===== config.mk =====
export PLATFORM = sky130hd
export DESIGN_NAME = console_line_editor
export DESIGN_NICKNAME = d
export VERILOG_FILES = /design/src/rtl/core/cle_pkg.sv /design/src/rtl/core/console_line_editor.sv
export SDC_FILE = /design/constraint.sdc
export NUM_CORES = 1
export LEC_CHECK = 0
export BUFFER_PORTS_ARGS = -buffer_cell sky130_fd_sc_hd__buf_2
export CORE_UTILIZATION = 66
export DETAILED_ROUTE_END_ITERATION = 7
export PLACE_DENSITY = 0.8
export SYNTH_ARGS = -nofsm -noshare
export SYNTH_HDL_FRONTEND = slang
export SYNTH_SLANG_ARGS = --single-unit

===== constraint.sdc =====
create_clock -name clk -period 11.17 [get_ports clk]
set_clock_uncertainty 0.05 [all_clocks]
set_input_delay 2.7925 -clock clk [delete_from_list [all_inputs] [get_ports clk]]
set_output_delay 2.7925 -clock clk [all_outputs]
set_load 0.01 [all_outputs]

===== src/rtl/core/cle_pkg.sv =====
package cle_pkg;

  localparam int BUF_DEPTH = 32;
  localparam int ADDR_W    = $clog2(BUF_DEPTH);
  // one extra bit so a step index reaches len + 1
  localparam int STEP_W    = ADDR_W + 1;
  localparam int CAP_W     = 6;

  localparam logic [CAP_W-1:0] CAP_RESET = 6'd32;

  localparam logic [1:0] KIND_ECHO = 2'd0;
  localparam logic [1:0] KIND_LINE = 2'd1;
  localparam logic [1:0] KIND_END  = 2'd2;

  localparam logic [7:0] CH_CTRL_C = 8'd3;
  localparam logic [7:0] CH_BS     = 8'd8;
  localparam logic [7:0] CH_LF     = 8'd10;
  localparam logic [7:0] CH_CR     = 8'd13;
  localparam logic [7:0] CH_SPACE  = 8'd32;
  localparam logic [7:0] CH_CARET  = 8'd94;
  localparam logic [7:0] CH_UPPER_C = 8'd67;
  localparam logic [7:0] CH_TILDE  = 8'd126;
  localparam logic [7:0] CH_DEL    = 8'd127;

  typedef enum logic [1:0] {
    CMD_PRINT,
    CMD_ERASE,
    CMD_CANCEL,
    CMD_NEWLINE
  } cmd_t;

  typedef enum logic [1:0] {
    S_IDLE = 2'b01,
    S_EMIT = 2'b10
  } state_t;

endpackage


===== src/rtl/core/console_line_editor.sv =====
// Channel | Direction | Handshake            | Payload
// in_     | input     | in_valid / in_stall  | in_rx_byte[7:0]
// out_    | output    | out_valid / out_stall| out_item_kind, out_data_byte, out_line_length,
//         |           |                      | out_cancelled, out_last
// cfg_    | input     | cfg_valid / cfg_ready| cfg_line_capacity[5:0]
//
// A byte is taken while idle; each of its n results then passes through the output register
// in turn. A line end walks the store one entry per cycle while out_stall is low, the read
// for the next step overlapping the current result. No result: idle at once.
// Reset (synchronous, rst_n low) clears the line length, restores capacity 32 and drops any
// pending result; the line store is not cleared.
// out_stall holds the output register and step index; in_stall is high until the last result.
module console_line_editor (
  input  logic                        clk,
  input  logic                        rst_n,
  input  logic                        in_valid,
  output logic                        in_stall,
  input  logic [7:0]                  in_rx_byte,
  output logic                        out_valid,
  input  logic                        out_stall,
  output logic [1:0]                  out_item_kind,
  output logic [7:0]                  out_data_byte,
  output logic [4:0]                  out_line_length,
  output logic                        out_cancelled,
  output logic                        out_last,
  input  logic                        cfg_valid,
  output logic                        cfg_ready,
  input  logic [cle_pkg::CAP_W-1:0]   cfg_line_capacity
);

  localparam int CMPW = cle_pkg::STEP_W + 1;

  logic [7:0] line_mem [cle_pkg::BUF_DEPTH];
  logic [7:0] rd_data_r;
  logic [cle_pkg::ADDR_W-1:0] rd_addr;

  cle_pkg::state_t state_r, state_nxt;
  cle_pkg::cmd_t   cmd_r, cmd_nxt;
  logic [cle_pkg::CAP_W-1:0]  cap_r;
  logic [cle_pkg::ADDR_W-1:0] count_r, count_nxt;
  logic [cle_pkg::ADDR_W-1:0] len_r, len_nxt;
  logic [cle_pkg::STEP_W-1:0] idx_r, idx_nxt;
  logic [7:0] byte_r, byte_nxt;

  logic       out_valid_r;
  logic [1:0] kind_r;
  logic [7:0] data_r;
  logic [4:0] olen_r;
  logic       canc_r, last_r;

  logic       accept, out_free, emit;
  logic       is_print, has_room, has_result, wr_en;
  logic [CMPW-1:0] cap_eff, max_len;

  logic [1:0] e_kind;
  logic [7:0] e_data;
  logic [4:0] e_len;
  logic       e_canc, e_last;

  assign in_stall  = (state_r != cle_pkg::S_IDLE);
  assign cfg_ready = (state_r == cle_pkg::S_IDLE);
  assign accept    = in_valid && !in_stall;
  assign out_free  = !out_valid_r || !out_stall;
  assign emit      = (state_r == cle_pkg::S_EMIT) && out_free;

  always_comb begin
    if (cap_r == '0) begin
      cap_eff = CMPW'(1);
    end else if (CMPW'(cap_r) > CMPW'(cle_pkg::BUF_DEPTH)) begin
      cap_eff = CMPW'(cle_pkg::BUF_DEPTH);
    end else begin
      cap_eff = CMPW'(cap_r);
    end
    max_len = cap_eff - CMPW'(1);
  end

  assign is_print = (in_rx_byte >= cle_pkg::CH_SPACE) && (in_rx_byte <= cle_pkg::CH_TILDE);
  assign has_room = (CMPW'(count_r) < max_len) &&
                    (CMPW'(count_r) < CMPW'(cle_pkg::BUF_DEPTH - 1));
  assign wr_en    = accept && is_print && has_room;

  // decode on accept; count moves right away, old length kept for the dump
  always_comb begin
    cmd_nxt    = cmd_r;
    count_nxt  = count_r;
    len_nxt    = len_r;
    byte_nxt   = byte_r;
    has_result = 1'b0;
    if (accept) begin
      byte_nxt = in_rx_byte;
      len_nxt  = count_r;
      if (in_rx_byte == cle_pkg::CH_CR || in_rx_byte == cle_pkg::CH_LF) begin
        cmd_nxt    = cle_pkg::CMD_NEWLINE;
        count_nxt  = '0;
        has_result = 1'b1;
      end else if (in_rx_byte == cle_pkg::CH_BS || in_rx_byte == cle_pkg::CH_DEL) begin
        cmd_nxt = cle_pkg::CMD_ERASE;
        if (count_r != '0) begin
          count_nxt  = count_r - 1'b1;
          has_result = 1'b1;
        end
      end else if (in_rx_byte == cle_pkg::CH_CTRL_C) begin
        cmd_nxt    = cle_pkg::CMD_CANCEL;
        count_nxt  = '0;
        has_result = 1'b1;
      end else if (is_print) begin
        cmd_nxt = cle_pkg::CMD_PRINT;
        if (has_room) begin
          count_nxt  = count_r + 1'b1;
          has_result = 1'b1;
        end
      end
    end
  end

  // result for the current step
  always_comb begin
    e_kind = cle_pkg::KIND_ECHO;
    e_data = '0;
    e_len  = '0;
    e_canc = 1'b0;
    e_last = 1'b0;
    case (cmd_r)
      cle_pkg::CMD_PRINT: begin
        e_data = byte_r;
        e_last = 1'b1;
      end
      cle_pkg::CMD_ERASE: begin
        e_data = (idx_r == cle_pkg::STEP_W'(1)) ? cle_pkg::CH_SPACE : cle_pkg::CH_BS;
        e_last = (idx_r == cle_pkg::STEP_W'(2));
      end
      cle_pkg::CMD_CANCEL: begin
        if (idx_r == cle_pkg::STEP_W'(0)) begin
          e_data = cle_pkg::CH_CARET;
        end else if (idx_r == cle_pkg::STEP_W'(1)) begin
          e_data = cle_pkg::CH_UPPER_C;
        end else if (idx_r == cle_pkg::STEP_W'(2)) begin
          e_data = cle_pkg::CH_LF;
        end else begin
          e_kind = cle_pkg::KIND_END;
          e_canc = 1'b1;
          e_last = 1'b1;
        end
      end
      default: begin
        if (idx_r == cle_pkg::STEP_W'(0)) begin
          e_data = cle_pkg::CH_LF;
        end else if (idx_r == cle_pkg::STEP_W'(len_r) + 1'b1) begin
          e_kind = cle_pkg::KIND_END;
          e_len  = 5'(len_r);
          e_last = 1'b1;
        end else begin
          e_kind = cle_pkg::KIND_LINE;
          e_data = rd_data_r;
        end
      end
    endcase
  end

  always_comb begin
    state_nxt = state_r;
    idx_nxt   = idx_r;
    unique case (state_r)
      cle_pkg::S_IDLE: begin
        idx_nxt = '0;
        if (accept && has_result) begin
          state_nxt = cle_pkg::S_EMIT;
        end
      end
      cle_pkg::S_EMIT: begin
        if (emit) begin
          idx_nxt = idx_r + 1'b1;
          if (e_last) begin
            state_nxt = cle_pkg::S_IDLE;
          end
        end
      end
      default: begin
        state_nxt = cle_pkg::S_IDLE;
      end
    endcase
  end

  // fetch the byte the next step needs; writes only happen at accept, before any dump read
  assign rd_addr = cle_pkg::ADDR_W'(idx_nxt - 1'b1);

  always_ff @(posedge clk) begin
    if (wr_en) begin
      line_mem[count_r] <= in_rx_byte;
    end
    rd_data_r <= line_mem[rd_addr];
  end

  always_ff @(posedge clk) begin
    if (!rst_n) begin
      state_r     <= cle_pkg::S_IDLE;
      cap_r       <= cle_pkg::CAP_RESET;
      count_r     <= '0;
      idx_r       <= '0;
      out_valid_r <= 1'b0;
    end else begin
      state_r <= state_nxt;
      count_r <= count_nxt;
      idx_r   <= idx_nxt;
      if (cfg_valid && cfg_ready) begin
        cap_r <= cfg_line_capacity;
      end
      if (emit) begin
        out_valid_r <= 1'b1;
      end else if (!out_stall) begin
        out_valid_r <= 1'b0;
      end
    end
  end

  always_ff @(posedge clk) begin
    cmd_r  <= cmd_nxt;
    len_r  <= len_nxt;
    byte_r <= byte_nxt;
    if (emit) begin
      kind_r <= e_kind;
      data_r <= e_data;
      olen_r <= e_len;
      canc_r <= e_canc;
      last_r <= e_last;
    end
  end

  assign out_valid       = out_valid_r;
  assign out_item_kind   = kind_r;
  assign out_data_byte   = data_r;
  assign out_line_length = olen_r;
  assign out_cancelled   = canc_r;
  assign out_last        = last_r;

  a_dump_bound: assert property (@(posedge clk) disable iff (!rst_n)
    (state_r == cle_pkg::S_EMIT && cmd_r == cle_pkg::CMD_NEWLINE)
      |-> (idx_r <= cle_pkg::STEP_W'(len_r) + 1'b1))
    else $error("dump step past line end");

  a_count_cap: assert property (@(posedge clk) disable iff (!rst_n)
    CMPW'(count_r) <= CMPW'(cle_pkg::BUF_DEPTH - 1))
    else $error("line length beyond store");

  a_store_grows: assert property (@(posedge clk) disable iff (!rst_n)
    wr_en |=> (count_r == $past(count_r) + 1'b1))
    else $error("stored byte did not advance length");

  a_last_idle: assert property (@(posedge clk) disable iff (!rst_n)
    (emit && e_last) |=> (state_r == cle_pkg::S_IDLE && out_valid_r && last_r))
    else $error("final result did not end the transaction");

  a_no_emit_idle: assert property (@(posedge clk) disable iff (!rst_n)
    (state_r == cle_pkg::S_IDLE && !(accept && has_result)) |=> !emit)
    else $error("result produced without an accepted byte");

endmodule


==> flow_summary.ini, run 1 <==
[global_route]
grt_max_degree = 82
grt_pass1_wl_um = 55500
track_usage_pct = 33.4
overflow = 0
grt_pass1_vias = 9626
antenna_found_initial = 0

[run]
max_cap_viol_count = 0

[die]
initial_core_util_pct = 67.8
core_um2 = 21200
die_h_um = 150
die_area_um2 = 22400
die_x_um = 150
pin_count = 39
rows = 53

[timing]
setup_tns_ns = 0
finalCritPeriodShare_pct = 62.2
fmax_mhz = 144
setup_viol = 0
slew_headroom_pct = 26.5
worst_slew_pin_slew_ns = 1.10
finalMaxSlewViolations = 0
rsz0062_at_grt = no
fin_crit_ns = 6.95
finalHoldViolations = 0

[placement]
placed_cells = 1438
routabilityCongestion = 0.903
hpwl_um = 22700
portBuffers = 38

[finish]
area_growth_pct = 9.30
regArea_um2 = 9210
final_common_cell = edfxtp_1
final_cell_mix = edfxtp_1, nand2_1, nor2_1
fillers = 1375
diodes = 0
final_cells = 1496
multiInputGateArea_um2 = 4760
drive_above_1_share_pct = 9.01
nNetsFinal = 1237

[clock_tree]
post-cts-setup-buffer-count = 0
cts_sinks = 316
cts_buffers = 31
cts-root-buf = clkbuf_16
htreeDepth = 1
cts.repair.resized = 0
clock_latency_ns = 0.58
cts_tree = done
hold_buffers = 0
clk_path_buf_depth = 3
path_clk_slew_ns = 0.06

[power_and_ir_drop]
p_switching_uw = 540
seq_power_share_pct = 52.6
clockPowerShare_pct = 43.0
leakagePower_nw = 5.67
p_int_mw = 1.96
ir_drop_v = 0.000145
power_density_nw_per_um2 = 159
netSwitchingFraction_pct = 21.6
power_frac_comb_pct = 4.4

[yosys]
ys_types = 75
avgSynthCellArea_um2 = 12.1
synth-seq-cells = 316
ys.warnings.count = 0
syn_area_um2 = 14400
seq_area_frac_synth_pct = 64.0
dominantRegCellSynth = edfxtp_1
syn_nets = 1229
synth_edf_count = 288
async_flop_share_pct = 0
synthCells = 1188

[routing]
via_per_inst = 6.91
postRouteWirelength_um = 36500
firstDrtPassIters = 6
routedWlPerCell_um = 24.4
ant_nets = 0
drtIter0Drc = 1329
vias = 10340
drc_errors = 0

[min_path]
worst_hold_path_type = reg2reg
hp-start = cap_r[1]$_SDFFE_PN0P_
holdPathEnd = cap_r[1]$_SDFFE_PN0P_
hold_depth = 2

[worst_setup_path]
reg2reg_setup_slack_ns = 5.51
r2r_cells = 14
crit_required_ns = 11.60
timing.rr.start = state_r[0]$_SDFFE_PN1P_
worstReg2RegEnd = rd_data_r[1]$_DFF_P_
path_class = in2reg
end_kind = register
cp_max_fo = 81
arrival_ns = 7.37
startpoint_type = input port

[status]
outcome = finished clean
[power by group through the flow]
stage	registers [mW]	logic, mW	clock network, mW
after global placement	1.34	0.104	0
after global routing	1.32	0.120	1.12
after detailed placement	1.34	0.107	0
after floorplan	1.33	0.0663	0
after CTS	1.32	0.108	1.07
final	1.32	0.110	1.08
[flip-flops by register name, summed over array words and instances, names as in the netlist, 6 cells and up]
signal,count
idx_r,6
line_mem,256
cap_r,6
out_data_byte,8
rd_data_r,8
byte_r,8
[cells by family after synthesis]
kind of cell,after synthesis,synth area share (%)
muxes,41,2.90
and+or+nand+nor,435,14.2
AOI/OAI and AO/OA,261,13.3
DFF,316,64.0
adders and majority gates,22,1.91
xor gates and xnor gates,10,0.609
buffers and inverters,103,3.04
[cells in the mapped netlist, drive strengths merged (6+ instances only)]
library cell | count | share of area [%]
nand2b | 6 | 0.26
mux2i | 39 | 2.7
a32oi | 13 | 0.79
nor2b | 7 | 0.30
a211oi | 10 | 0.64
clkbuf | 41 | 1.1
nand4 | 39 | 1.7
and3 | 8 | 0.35
a22o | 20 | 1.2
ha | 22 | 1.9
buf | 29 | 1.1
o21a | 7 | 0.37
o21ai | 41 | 1.4
xnor2 | 6 | 0.37
a221oi | 33 | 2.0
dfxtp | 28 | 3.9
a221o | 12 | 0.84
and2 | 16 | 0.70
nor3 | 10 | 0.35
a21oi | 39 | 1.4
nor3b | 8 | 0.45
nand3 | 58 | 2.0
o22ai | 9 | 0.39
a22oi | 34 | 1.8
nor2 | 68 | 1.8
edfxtp | 288 | 60
inv | 33 | 0.86
nand2 | 191 | 5.0
a31oi | 10 | 0.43
[per-stage QoR]
step | hold WS, ns | cell area (µm²) | util (%) | setup slack, ns | total power [mW]
3_3_place_gp | 0.432 | 14700 | 69.2 | 3.92 | 1.44
2_1_floorplan | 0.399 | 14400 | - | 5.66 | 1.40
3_5_place_dp | 0.435 | 14700 | 69.2 | 3.79 | 1.45
4_1_cts | 0.443 | 15700 | 74.1 | 4.38 | 2.50
5_1_grt | 0.485 | 15700 | 74.1 | 4.01 | 2.55
6_report | 0.442 | 15700 | 74.1 | 4.22 | 2.50
[how the worst max path moves through the flow]
stage                                end       from  cells past startpoint  slack (ns)
floorplan           rd_data_r[1]$_DFF_P_  out_stall                     14        5.66
global placement    rd_data_r[2]$_DFF_P_  out_stall                     13        3.92
detailed placement  rd_data_r[1]$_DFF_P_  out_stall                     13        3.79
CTS                 rd_data_r[1]$_DFF_P_  out_stall                     13        4.38
global route        rd_data_r[1]$_DFF_P_  out_stall                     13        4.01
finish              rd_data_r[1]$_DFF_P_  out_stall                     13        4.22
[layer usage]
metal	global-route usage, %	vias up	wire [µm]
met5	0	-	0
met4	15.8	0	1740
met3	6.62	137	4380
met2	49.8	683	16300
met1	47.4	4946	14100
li1	-	4574	-
[critical path, stage by stage]
cell and delay (ns):
buf_2 0.12, and2_1 0.22, o311ai_2 0.63, inv_1 0.25, ha_2 0.33, buf_4 0.31
mux2_4 0.47, a21oi_4 0.23, buf_4 0.84, mux2i_1 0.21, a22oi_1 0.21, nand4_1 0.34
nand4_1 0.31
[layout make-up]
type,instances,area share (%)
flip-flops and latches,316,58.6
inverters,33,0.788
clock buffers,35,5.03
repair buffers,45,1.54
clock inverters,23,1.62
multi-input cells,769,30.3
well taps,275,2.19
No activity file was read; power rests on OpenSTA's default activity.
==> inputs of run 2 (changes only) <==
Settings changed: CORE_UTILIZATION 66 to 56, PLACE_DENSITY 0.8 to 0.72.
Clock period 11.17 ns to 5.9 ns, I/O delays scaled along.
==> run 2 against run 1 <==
Wire length decreased by 0.47%. Clock power increased by 68%. Via count decreased by 2.3%. Register-to-register slack got worse by 4.2 ns. Cell area increased by 0.10%. Largest power group unchanged. Sequential power increased by 89%. Core utilization decreased by 12 points. Combinational power increased by 90%. Count of clock-buffer cells in the layout increased by 1. Cell count increased by 4.2%. Non-clock buffer count increased by 8. Critical path type is now reg2reg. First-iteration DRC count decreased by 17%.
==> flow_summary.ini, run 2 (synthesized netlist as in run 1, its figures left out) <==
[status]
outcome = finished clean

[finish]
final_cell_mix = edfxtp_1, nand2_1, nor2_1
diodes = 0
drive_above_1_share_pct = 9.28
top_register = line_mem
fin_area_um2 = 15700
nNetsFinal = 1245
area_growth_pct = 9.41
largest_reg_flops = 256
final_common_cell = edfxtp_1
fin_util_pct = 62.5

[power_and_ir_drop]
ir_drop_v = 0.000256
leakagePower_nw = 5.66
power_density_nw_per_um2 = 287

[global_route]
grt_pass1_vias = 9353
antenna_found_initial = 0
grt_pass1_wl_um = 54900
grt_max_degree = 81
track_usage_pct = 27.8
overflow = 0

[timing]
setup_viol = 0
finalCritPeriodShare_pct = 77.3
setup_slack_ns = 1.34
worst_slew_pin_slew_ns = 1.05
hold_ws_ns = 0.441
fin_crit_ns = 4.56
finalHoldViolations = 0
slew_headroom_pct = 29.4
rsz0062_at_grt = no
setup_tns_ns = 0
finalMaxSlewViolations = 0
fmax_mhz = 219

[worst_setup_path]
critPathLaunch = state_r[0]$_SDFFE_PN1P_
crit_required_ns = 6.33
arrival_ns = 4.99
timing.rr.start = state_r[0]$_SDFFE_PN1P_
startpoint_type = register
cp_max_fo = 80
end_kind = register
path_class = reg2reg

[die]
pin_count = 39
die_h_um = 162
core_um2 = 25200
die_x_um = 162
die_area_um2 = 26300
rows = 58
initial_core_util_pct = 57.1

[clock_tree]
hold_buffers = 0
cts_tree = done
cts-root-buf = clkbuf_16
cts.repair.resized = 0
clk_path_buf_depth = 3
clock_latency_ns = 0.56
post-cts-setup-buffer-count = 0
cts_buffers = 31
cts_sinks = 316
path_clk_slew_ns = 0.06
htreeDepth = 1

[placement]
preCtsSetupSlack_ns = 0.894
place_area_um2 = 14800
routabilityCongestion = 0.949
portBuffers = 38
hpwl_um = 23100

[min_path]
worst_hold_path_type = reg2reg
hp-start = cap_r[0]$_SDFFE_PN0P_

[routing]
firstDrtPassIters = 6
postRouteWirelength_um = 36300
routedWlPerCell_um = 23.3
drc_errors = 0
via_per_inst = 6.48
drtIter0Drc = 1107
vias = 10105
ant_nets = 0

[run]
max_cap_viol_count = 0
-- run 2: cell types whose count changed in the layout (fill, tap and decap cells not counted), sizes merged --
cell and delta:
clkinv +3, clkbuf +1, buf +8, bufinv -4
-- run 2: stage by stage --
step / instances / power, mW
finish: 1559 / 4.52
detailed placement: 1501 / 2.75
global placement: 1501 / 2.74
global route: 1559 / 4.62
CTS: 1559 / 4.53
floorplan: 1188 / 2.65
-- run 2: per-layer routing --
layer  global-route usage [%]  part of all wire, %  up-vias
met4                     9.18                  3.1        0
met1                     39.9                   41     4886
met3                     3.73                  9.4       80
li1                         -                    -     4584
met5                        0                    0        -
met2                     44.0                   46      555
-- run 2: area by class of cell --
cell class	instances	area, µm²
fill	1921	9440
clock buffer	36	795
tap	330	413
inverter	33	124
timing repair buffer	53	315
multi-input combinational	769	4750
sequential	316	9210
clock inverter	22	130
-- run 2: power by group --
part	total (mW)	switching [mW]	internal (mW)
Clock	1.81	0.811	1.00
Combinational	0.209	0.146	0.0630
Sequential	2.49	0.0250	2.47
Total	4.52	0.982	3.53
-- run 2: worst paths after layout --
path / end / slack [ns] / cells past startpoint
min reg2reg: cap_r[0]$_SDFFE_PN0P_ / 0.44 / 2
max reg2reg: rd_data_r[2]$_DFF_P_ / 1.34 / 15
min: cap_r[0]$_SDFFE_PN0P_ / 0.44 / 2
max: rd_data_r[2]$_DFF_P_ / 1.34 / 15
-- run 2: critical path, stage by stage, from the launching register on --
cell	delay, ns
dfxtp_1	0.33
inv_1	0.07
ha_1	0.61
nand2b_1	0.35
o311ai_2	0.11
buf_4	0.18
inv_1	0.15
ha_2	0.42
nor2_1	0.09
mux2_4	0.41
a21oi_4	0.29
buf_12	0.40
mux2i_1	0.13
a22oi_1	0.25
nand4_1	0.34
nand4_1	0.20
==> inputs of run 3 (changes only) <==
Settings changed: CORE_UTILIZATION 56 to 62, PLACE_DENSITY 0.72 to 0.75.
Clock period 5.9 ns to 4.37 ns, I/O delays scaled along.
==> run 3 against run 2 <==
Hold slack lost 0.0050 ns. Count of clock-buffer cells in the layout increased by 11. Global-route usage rose by 4.3 points. Via count grew 2.0%. Combinational power up 43%. Flip-flop and latch count did not move. Sequential power increased by 35%.
==> flow_summary.ini, run 3 (synthesized netlist as in run 1, its figures left out) <==
[finish]
final_cells = 1568
final_cell_mix = edfxtp_1, nand2_1, nor2_1
top_register = line_mem
fin_util_pct = 71.4
largest_reg_flops = 256
drive_above_1_share_pct = 13.0
fin_area_um2 = 16200
nNetsFinal = 1298
final_common_cell = edfxtp_1
area_growth_pct = 12.8
diodes = 0

[min_path]
worst_hold_path_type = reg2reg

[clock_tree]
cts_tree = done
post-cts-setup-buffer-count = 0
path_clk_slew_ns = 0.06
clock_latency_ns = 0.52
hold_buffers = 0
cts-root-buf = clkbuf_16
cts_sinks = 316
cts.repair.resized = 0
htreeDepth = 2
clk_path_buf_depth = 3
cts_buffers = 34

[power_and_ir_drop]
leakagePower_nw = 5.97
power_density_nw_per_um2 = 396
power_mw = 6.42
ir_drop_v = 0.000429

[die]
core_um2 = 22700
die_h_um = 154
die_x_um = 154
rows = 55
initial_core_util_pct = 63.3
pin_count = 39
die_area_um2 = 23800

[worst_setup_path]
path_cells = inv_1 -> ha_1 -> nor3b_1 -> a21oi_1 -> ha_2 -> nor2_1 -> mux2_4 -> a21oi_4 -> buf_12 -> mux2i_1 -> o22ai_1 -> o211ai_1 -> nand4_1
arrival_ns = 4.08
cp_max_fo = 66
end_kind = register
crit_required_ns = 4.70
slowest_delay_ns = 0.55
startpoint_type = register
slowest_stage = dfxtp_1
path_class = reg2reg
cp_top_family = compound AO/OA/AOI/OAI gates
cp_num_buf_inv = 2

[timing]
fin_crit_ns = 3.75
hold_ws_ns = 0.436
finalMaxSlewViolations = 0
rsz0062_at_grt = no
setup_slack_ns = 0.620
finalHoldViolations = 0
finalCritPeriodShare_pct = 85.8
setup_tns_ns = 0
slew_headroom_pct = 30.7
setup_viol = 0
worst_slew_pin_slew_ns = 1.04
fmax_mhz = 267

[routing]
drtIter0Drc = 1191
via_per_inst = 6.58
drc_errors = 0
ant_nets = 0
wl_met3_um = 3620
firstDrtPassIters = 7
wl_met1_um = 14700
vias = 10311
routed.top_layer = met4
met2_length_um = 17600
postRouteWirelength_um = 37100
routedWlPerCell_um = 23.6

[placement]
hpwl_um = 24400
preCtsSetupSlack_ns = 0.220
routabilityCongestion = 0.879
placed_cells = 1506
place_area_um2 = 15200
portBuffers = 38

[status]
outcome = finished clean

[global_route]
grt_pass1_vias = 9967
grt_max_degree = 67
antenna_found_initial = 0
grt_pass1_wl_um = 57600
overflow = 0
track_usage_pct = 32.2

[run]
max_cap_viol_count = 0
==> run 3: changes by cell type in the layout (fill, tap and decap cells not counted), sizes merged <==
| cell | previous run | this run |
|---|---|---|
| buf | 53 | 103 |
| inv | 35 | 36 |
| bufinv | 1 | 2 |
| clkinv | 19 | 9 |
| clkinvlp | 0 | 1 |
| clkbuf | 36 | 47 |
==> run 3: layout make-up <==
class                   count  area, µm²
repair buffers            103        716
well taps                 285        357
clock buffers              47        920
inverters                  33        124
clock inverters            15        146
flip-flops and latches    316       9210
multi-input cells         769       4750
fillers                  1553       6490
==> run 3: worst paths after layout <==
kind,to,depth (start not counted),slack [ns],from
worst max-delay path,rd_data_r[3]$_DFF_P_,13,0.62,idx_r[0]$_SDFF_PN0_
worst min-delay path,cap_r[1]$_SDFFE_PN0P_,2,0.44,cap_r[1]$_SDFFE_PN0P_
worst min register to register,cap_r[1]$_SDFFE_PN0P_,2,0.44,cap_r[1]$_SDFFE_PN0P_
worst max register to register,rd_data_r[3]$_DFF_P_,13,0.62,idx_r[0]$_SDFF_PN0_
==> run 3: worst min-delay path: stages, from the launching register on <==
cell and delay (ns):
dfxtp_1 0.32, nand2_1 0.06, a21oi_1 0.06
==> run 3: per-layer routing <==
metal  vias up  global-route usage [%]
met2       557                    51.3
met5         -                       0
met3        69                    6.58
met4         0                    11.8
li1       4694                       -
met1      4991                    44.2
==> run 3: power breakdown <==
group          total [mW]  internal (mW)  leakage [nW]  switching, mW
clock                2.76           1.61         0.516           1.15
sequential           3.36           3.33          2.83         0.0306
combinational       0.298         0.0943          2.63          0.204
